==> src/rtl/psbz_pkg.sv <==
`timescale 1ns / 1ps
// ----------------------------------------------------------------------------
// Pulse conditioning package
// Shared types, register indexes, filter coefficients and rounding helpers.
// ----------------------------------------------------------------------------
package psbz_pkg;

  localparam int SECTION_COUNT = 2;
  localparam int SECT_W = $clog2(SECTION_COUNT);

  localparam logic [7:0] REG_SMOOTHING_ALPHA = 8'd0;
  localparam logic [7:0] REG_MIN_SAMPLES = 8'd1;

  localparam int COEF_B0 = 0;
  localparam int COEF_B1 = 1;
  localparam int COEF_B2 = 2;
  localparam int COEF_A1 = 3;
  localparam int COEF_A2 = 4;

  localparam logic signed [29:0] COEF [SECTION_COUNT][5] = '{
    '{30'sd46999731, 30'sd93999463, 30'sd46999731, -30'sd127073441, 30'sd69981414},
    '{30'sd268435456, -30'sd536870912, 30'sd268435456, -30'sd490074532, 30'sd226170588}
  };

  typedef enum logic [4:0] {
    OP_NONE, OP_LOAD, OP_SM_MUL1, OP_SM_MUL2, OP_SM_DONE,
    OP_BQ_M0, OP_BQ_Y, OP_BQ_M1, OP_BQ_T1, OP_BQ_M3, OP_BQ_D0,
    OP_BQ_M2, OP_BQ_T2, OP_BQ_M4, OP_BQ_D1,
    OP_WIN_RD, OP_SQ_OLD, OP_SUB_OLD, OP_SQ_NEW, OP_ADD_NEW,
    OP_MEAN_DIV, OP_VAR_DIV, OP_MSQ, OP_VAR, OP_Z_DIV, OP_FINISH, OP_OUT
  } op_t;

  typedef enum logic [4:0] {
    ST_IDLE, ST_SM_MUL1, ST_SM_MUL2, ST_SM_DONE,
    ST_BQ_M0, ST_BQ_Y, ST_BQ_M1, ST_BQ_T1, ST_BQ_M3, ST_BQ_D0,
    ST_BQ_M2, ST_BQ_T2, ST_BQ_M4, ST_BQ_D1,
    ST_WIN_RD, ST_SQ_OLD, ST_SUB_OLD, ST_SQ_NEW, ST_ADD_NEW, ST_CHECK,
    ST_MEAN_DIV, ST_MEAN_WAIT, ST_VAR_WAIT, ST_MSQ, ST_VAR, ST_SQRT_WAIT,
    ST_Z_WAIT, ST_FINISH, ST_OUT
  } state_t;

  typedef struct packed {
    op_t op;
    logic [SECT_W-1:0] sect;
  } psbz_cmd_t;

  typedef struct packed {
    logic started;
    logic z_en;
    logic div_busy;
    logic sqrt_busy;
  } psbz_sts_t;

  function automatic logic signed [35:0] round_q28(input logic signed [63:0] p);
    logic [63:0] m;
    logic [63:0] r;
    m = p[63] ? 64'(-p) : 64'(p);
    r = (m + 64'd134217728) >> 28;
    return p[63] ? -$signed(r[35:0]) : $signed(r[35:0]);
  endfunction

  function automatic logic signed [31:0] sat_to_32(input logic signed [47:0] v);
    if (v > 48'sd2147483647) begin
      return 32'sh7FFFFFFF;
    end else if (v < -48'sd2147483648) begin
      return 32'sh80000000;
    end
    return $signed(v[31:0]);
  endfunction

  function automatic logic signed [39:0] sat_to_40(input logic signed [47:0] v);
    if (v > 48'sd549755813887) begin
      return 40'sh7FFFFFFFFF;
    end else if (v < -48'sd549755813888) begin
      return 40'sh8000000000;
    end
    return $signed(v[39:0]);
  endfunction

endpackage

==> src/rtl/psbz_ctrl.sv <==
`timescale 1ns / 1ps
// ----------------------------------------------------------------------------
// Pulse conditioning controller
// Sequences smoothing, filter sections, window update and z-score per item.
// ----------------------------------------------------------------------------
module psbz_ctrl (
  input  logic                 clk,
  input  logic                 rst,
  input  logic                 sample_valid,
  output logic                 sample_stall,
  output logic                 result_valid,
  input  logic                 result_stall,
  input  psbz_pkg::psbz_sts_t  sts,
  output psbz_pkg::psbz_cmd_t  cmd
);
  import psbz_pkg::*;

  state_t state;
  state_t state_next;
  logic [SECT_W-1:0] sect;
  logic out_load;

  assign out_load = !result_valid || !result_stall;

  always_ff @(posedge clk) begin
    if (rst) begin
      state <= ST_IDLE;
      sect <= '0;
      result_valid <= 1'b0;
    end else begin
      state <= state_next;
      if (state == ST_IDLE) begin
        sect <= '0;
      end else if (state == ST_BQ_D1) begin
        sect <= sect + 1'b1;
      end
      if (state == ST_OUT && out_load) begin
        result_valid <= 1'b1;
      end else if (!result_stall) begin
        result_valid <= 1'b0;
      end
    end
  end

  always_comb begin
    state_next = state;
    case (state)
      ST_IDLE: begin
        if (sample_valid) begin
          state_next = sts.started ? ST_SM_MUL1 : ST_BQ_M0;
        end
      end
      ST_SM_MUL1: state_next = ST_SM_MUL2;
      ST_SM_MUL2: state_next = ST_SM_DONE;
      ST_SM_DONE: state_next = ST_BQ_M0;
      ST_BQ_M0: state_next = ST_BQ_Y;
      ST_BQ_Y: state_next = ST_BQ_M1;
      ST_BQ_M1: state_next = ST_BQ_T1;
      ST_BQ_T1: state_next = ST_BQ_M3;
      ST_BQ_M3: state_next = ST_BQ_D0;
      ST_BQ_D0: state_next = ST_BQ_M2;
      ST_BQ_M2: state_next = ST_BQ_T2;
      ST_BQ_T2: state_next = ST_BQ_M4;
      ST_BQ_M4: state_next = ST_BQ_D1;
      ST_BQ_D1: begin
        state_next = (sect == SECT_W'(SECTION_COUNT - 1)) ? ST_WIN_RD : ST_BQ_M0;
      end
      ST_WIN_RD: state_next = ST_SQ_OLD;
      ST_SQ_OLD: state_next = ST_SUB_OLD;
      ST_SUB_OLD: state_next = ST_SQ_NEW;
      ST_SQ_NEW: state_next = ST_ADD_NEW;
      ST_ADD_NEW: state_next = ST_CHECK;
      ST_CHECK: state_next = sts.z_en ? ST_MEAN_DIV : ST_OUT;
      ST_MEAN_DIV: state_next = ST_MEAN_WAIT;
      ST_MEAN_WAIT: begin
        if (!sts.div_busy) begin
          state_next = ST_VAR_WAIT;
        end
      end
      ST_VAR_WAIT: begin
        if (!sts.div_busy) begin
          state_next = ST_MSQ;
        end
      end
      ST_MSQ: state_next = ST_VAR;
      ST_VAR: state_next = ST_SQRT_WAIT;
      ST_SQRT_WAIT: begin
        if (!sts.sqrt_busy) begin
          state_next = ST_Z_WAIT;
        end
      end
      ST_Z_WAIT: begin
        if (!sts.div_busy) begin
          state_next = ST_FINISH;
        end
      end
      ST_FINISH: state_next = ST_OUT;
      ST_OUT: begin
        if (out_load) begin
          state_next = ST_IDLE;
        end
      end
      default: state_next = ST_IDLE;
    endcase
  end

  always_comb begin
    cmd.op = OP_NONE;
    cmd.sect = sect;
    sample_stall = (state != ST_IDLE) || rst;
    case (state)
      ST_IDLE: cmd.op = sample_valid ? OP_LOAD : OP_NONE;
      ST_SM_MUL1: cmd.op = OP_SM_MUL1;
      ST_SM_MUL2: cmd.op = OP_SM_MUL2;
      ST_SM_DONE: cmd.op = OP_SM_DONE;
      ST_BQ_M0: cmd.op = OP_BQ_M0;
      ST_BQ_Y: cmd.op = OP_BQ_Y;
      ST_BQ_M1: cmd.op = OP_BQ_M1;
      ST_BQ_T1: cmd.op = OP_BQ_T1;
      ST_BQ_M3: cmd.op = OP_BQ_M3;
      ST_BQ_D0: cmd.op = OP_BQ_D0;
      ST_BQ_M2: cmd.op = OP_BQ_M2;
      ST_BQ_T2: cmd.op = OP_BQ_T2;
      ST_BQ_M4: cmd.op = OP_BQ_M4;
      ST_BQ_D1: cmd.op = OP_BQ_D1;
      ST_WIN_RD: cmd.op = OP_WIN_RD;
      ST_SQ_OLD: cmd.op = OP_SQ_OLD;
      ST_SUB_OLD: cmd.op = OP_SUB_OLD;
      ST_SQ_NEW: cmd.op = OP_SQ_NEW;
      ST_ADD_NEW: cmd.op = OP_ADD_NEW;
      ST_MEAN_DIV: cmd.op = OP_MEAN_DIV;
      ST_MEAN_WAIT: cmd.op = sts.div_busy ? OP_NONE : OP_VAR_DIV;
      ST_MSQ: cmd.op = OP_MSQ;
      ST_VAR: cmd.op = OP_VAR;
      ST_SQRT_WAIT: cmd.op = sts.sqrt_busy ? OP_NONE : OP_Z_DIV;
      ST_FINISH: cmd.op = OP_FINISH;
      ST_OUT: cmd.op = out_load ? OP_OUT : OP_NONE;
      default: cmd.op = OP_NONE;
    endcase
  end

endmodule

==> config.mk <==
export PLATFORM = sky130hd
export DESIGN_NAME = psbz_ctrl
export DESIGN_NICKNAME = d
export VERILOG_FILES = /design/src/rtl/psbz_pkg.sv /design/src/rtl/psbz_ctrl.sv
export SDC_FILE = /design/constraint.sdc
export NUM_CORES = 1
export LEC_CHECK = 0
export BUFFER_PORTS_ARGS = -buffer_cell sky130_fd_sc_hd__buf_4
export CORE_MARGIN = 4
export CORE_UTILIZATION = 55
export CTS_BUF_LIST = sky130_fd_sc_hd__clkbuf_8
export DETAILED_ROUTE_END_ITERATION = 16
export MAX_ROUTING_LAYER = met4
export PLACE_DENSITY = 0.86
export SYNTH_ARGS = -nofsm -noshare
export SYNTH_HDL_FRONTEND = slang
export SYNTH_SLANG_ARGS = --single-unit
==> constraint.sdc <==
create_clock -name clk -period 1.8 [get_ports clk]
set_clock_uncertainty 0.2 [all_clocks]
set_input_delay 0.27 -clock clk [delete_from_list [all_inputs] [get_ports clk]]
set_output_delay 0.27 -clock clk [all_outputs]
set_load 0.02 [all_outputs]
==> impl_metrics.tcl, run 1 <==
set metrics [dict create \
    synthCells 115 \
    crit_endpoint "cmd[1]" \
    place.gp.congestion 0.914 \
    yosysUniqueCellTypes 35 \
    io_pins 16 \
    hpwl_mm 1.50 \
    die_y_microns 44.7 \
    io_buffer_count 15 \
    clock-sinks 7 \
    placed_area_sq_um 946 \
    rows 12 \
    yosysSeqAreaShare_pct 18.9 \
    worstEpCategory "top-level output" \
    synth_warnings 0 \
    ys_ff_latch 7 \
    error "[ERROR DPL-0038] Utilization greater than 100%, impossible to legalize" \
    dp_cells 150 \
    cts_buffers 3 \
    initial_core_util_pct 62.4 \
    htreeDepth 1 \
    cts_hold_buf 0 \
    die_w_microns 44.7 \
    grt_max_degree 11 \
    syn_area_per_cell_sq_um 6.44 \
    root_buffer "clkbuf_8" \
    status "did not finish" \
    synth_nets 123 \
    clock_path_buffers 2 \
    stop_stage "5_1_grt" \
    syn_area_sq_um 741 \
]
-- timing repair --
action	CTS
setup buffers	8
gates resized for setup	31
pin swaps	7
endpoints found under the setup margin	11
endpoints found under the hold margin	0
gates cloned	0
-- cell usage after synthesis --
cell type	n	area, sq um
nor3_1	5	25.0
inv_1	4	15.0
or2_2	1	6.26
xnor2_1	1	8.76
nor3_2	1	10.0
nand3b_1	1	7.51
buf_4	2	15.0
a21boi_0	1	7.51
a311o_1	1	10.0
and3_1	1	6.26
xor2_1	2	17.5
nand2b_1	4	25.0
nand2_1	14	52.6
or3_1	2	12.5
o22ai_1	2	12.5
nor2b_1	3	18.8
buf_2	6	30.0
buf_1	3	11.3
o21a_1	1	7.51
mux2i_1	2	20.0
dfxtp_1	7	140
a22oi_1	2	15.0
nand2b_4	1	13.8
nor2_1	9	33.8
a22o_1	1	8.76
and2_1	3	18.8
a211oi_1	1	7.51
o21ai_0	12	60.1
clkbuf_1	1	3.75
nand3_1	7	35.0
a31oi_1	1	6.26
a221o_1	2	20.0
nor2_2	1	6.26
a21oi_1	9	45.0
nor3b_1	1	7.51
-- metrics by stage --
stage               setup WS, ps  TNS (ps)  hold WS [ps]
global placement           -2.56     -2.56           308
detailed placement         -87.4      -326           310
CTS                         -110      -473          63.3
floorplan                  -73.3     -73.3           258
-- logic make-up after synthesis --
kind of cell	synth area share [%]
XOR/XNOR	3.55
AND/OR/NAND/NOR	37.7
AO/OA/AOI/OAI	27.0
buffers and inverters	10.1
multiplexers	2.70
flip-flops	18.9
==> run 2, diff against run 1 <==
Settings changed: CORE_AREA set to 4 4 65 67, CORE_MARGIN 4 to not set, CORE_UTILIZATION 55 to not set, CTS_BUF_LIST sky130_fd_sc_hd__clkbuf_8 to not set, DIE_AREA set to 0 0 69 71, MAX_ROUTING_LAYER met4 to not set, PLACE_DENSITY 0.86 to not set, PLACE_DENSITY_LB_ADDON set to 0.15.
==> run 2 against run 1 <==
  * The flow now finishes, with violations (negative setup slack)
  * Synthesized cell count unchanged
  * Synthesized area is the same
==> impl_metrics.tcl, run 2 <==
set metrics [dict create \
    root_buffer "clkbuf_8" \
    dieArea_sq_um 4900 \
    clock_path_buffers 2 \
    maxCapViolations 0 \
    htreeDepth 1 \
    p_switching_mw 0.597 \
    num-fill-cells 406 \
    tightest_slew_ps 413 \
    synth_common_cells "nand2_1 (14), o21ai_0 (12), a21oi_1 (9), nor2_1 (9)" \
    cts_hold_buf 0 \
    top_regs "state (5), result_valid (1), sect (1)" \
    final_common_cell "buf_4" \
    syn_area_sq_um 741 \
    dp_slack_ps -92.0 \
    comb_power_share_pct 68.7 \
    layout_common_cells "buf_4 (42), nand2_1 (14), nor2_1 (9)" \
    max_clock_freq_mhz 510 \
    async_reset_ff_share_pct 0 \
    vdd_drop_max_mv 0.513 \
    critPathArrivalTime_ps 1490 \
    coreArea_sq_um 3630 \
    final_max_slew_viol_count 0 \
    yosysMostFrequentCell "nand2_1" \
    cp.required_ps 1330 \
    drt_wl_total_mm 2.50 \
    yosysUniqueCellTypes 35 \
    synth-edff-count 0 \
    synth_warnings 0 \
    fin_nets 165 \
    dr.pass1.iters 4 \
    yosysTopAreaCellShare_pct 18.9 \
    critPathKind "reg -> out" \
    initial_core_util_pct 20.4 \
    finalHoldViolCount 0 \
    relSlewSlack_pct 72.4 \
    ff2ff_setup_slack_ps 70 \
    die_y_microns 71 \
    synth_flop_cell "dfxtp_1" \
    grt_max_degree 12 \
    grt_pass1_wl_mm 4.27 \
    power.internal_mw 0.926 \
    pwr-share-clk_pct 14.4 \
    r2r_start "state[1]" \
    wl_met1_mm 1.18 \
    wl_met2_mm 1.17 \
    viasPerCell 4.51 \
    io_pins 16 \
    hold_path_end "state[2]" \
    r2r_end "state[4]" \
    reg2reg_depth 8 \
    yosysTopAreaCell "dfxtp_1" \
    dp_cells 195 \
    final_cells 204 \
    synthCells 115 \
    dr_wl_met3_microns 150 \
    rsz0062_at_grt "true" \
    power_frac_seq_pct 16.9 \
    setup_violations 6 \
    crit_path_top_delay_cell "dfxtp_4" \
    final_util_pct 34.4 \
    hpwl_mm 1.93 \
    place.gp.congestion 0.792 \
    dr.first_iter.drc_count 39 \
    period_needed_ps 1960 \
    yosysSeqAreaShare_pct 18.9 \
    wl_per_cell_microns 12.3 \
    clock-sinks 7 \
    area_delta_synth_final_pct 68.6 \
    io_buffer_count 15 \
    top_layer_used "met3" \
    grt_pass1_vias 923 \
    route.detailed.drc 0 \
    violations "negative setup slack" \
    min_period_over_period_pct 109 \
    synth_nets 123 \
    clock_latency_ps 220 \
    p_leak_nw 0.522 \
    fin_ws_ps -160 \
    syn_area_per_cell_sq_um 6.44 \
    start_kind "flop" \
    ys_ff_latch 7 \
    status "finished, violations left" \
    p_per_area_nw_per_um2 1220 \
    rows 22 \
    cts_tree "yes" \
    cts.clk_slew.worst_paths_ps 40 \
    die_w_microns 69 \
    grtUsageTotal_pct 10.5 \
    top_register "state" \
    p_total_mw 1.52 \
    min-delay-start "rst" \
    hp-class "in -> reg" \
    worstPathCellList "buf_6 > nor3_2 > nor2_1 > nor2_1 > a21oi_1 > a221o_1 > buf_6" \
    cp-end-kind "output pin" \
    ant_nets 0 \
    p_sw_share_pct 39.2 \
    min_path_cells 2 \
    synth.area.top_cells "dfxtp_1 (19%), o21ai_0 (8.1%), nand2_1 (7.1%), a21oi_1 (6.1%), nand3_1 (4.7%)" \
    grt_remaining_overflow 0 \
    via_count 921 \
    tns_ps -687 \
    worst_path_largest_cell_delay_ps 360 \
    antenna_found_initial 0 \
    drive_gt1_share_pct 44.2 \
    n_antenna_cell 0 \
    largest_register_ffs 5 \
    cts_buffers 3 \
    cp_max_fo 8 \
]
==> run 2: power groups by stage <==
stage	logic [mW]	clock network [mW]	registers, mW
CTS	0.943	0.227	0.257
finish	1.05	0.219	0.257
detailed placement	0.851	0	0.256
global route	1.13	0.242	0.266
floorplan	0.507	0	0.193
global placement	0.862	0	0.255
==> run 2: what timing repair did <==
| item | CTS | global route |
|---|---|---|
| setup buffers | 4 | 2 |
| endpoints found under the setup margin | 10 | 10 |
| gates resized for setup | 16 | 14 |
| pin swaps | 0 | 4 |
==> run 2: how the worst max path moves through the flow <==
| stage | end | startpoint | cells after the start | slack, ps |
|---|---|---|---|---|
| 6_report | cmd[1] | state[1] | 7 | -160 |
| 5_1_grt | cmd[1] | state[1] | 7 | -250 |
| 4_1_cts | cmd[3] | state[1] | 5 | -160 |
| 3_5_place_dp | cmd[1] | state[1] | 4 | -90 |
| 3_3_place_gp | cmd[3] | state[3] | 5 | -90 |
| 2_1_floorplan | cmd[5] | state[1] | 6 | -70 |
==> run 2: per-layer routing <==
layer  vias up  global-route usage [%]
met5         -                       0
met1       416                    13.4
met4         0                   0.651
met3         0                    3.27
met2        23                    18.2
li1        482                       -
==> run 2: layout make-up <==
type / count / area [sq um] / share of cell area, %
Tap cell: 48 / 60.1 / 4.81
Timing Repair Buffer: 49 / 394 / 31.6
Multi-Input combinational cell: 92 / 578 / 46.3
Inverter: 4 / 15.0 / 1.20
Clock buffer: 4 / 45.0 / 3.61
Sequential cell: 7 / 156 / 12.5
==> run 2: cells by family after synthesis <==
| family | share of synthesized area (%) |
|---|---|
| flops | 18.9 |
| simple gates | 37.7 |
| compound gates | 27.0 |
| mux | 2.70 |
| buf+inv | 10.1 |
| xor+xnor | 3.55 |
==> run 2: worst max-delay path, delay by kind of cell (launching register included) <==
family	cells	cell delay [ps]
DFF	1	360
buffers and inverters	2	260
AOI/OAI and AO/OA	2	380
and+or+nand+nor	3	270
==> run 2: through the flow <==
step | hold WS (ps) | cell area (sq um)
final | 75.2 | 1250
after CTS | 74.9 | 1180
after global placement | 318 | 1070
after floorplan | 258 | 741
after detailed placement | 317 | 1070
after global routing | 89.9 | 1250
(Power assumes the default switching activity.)
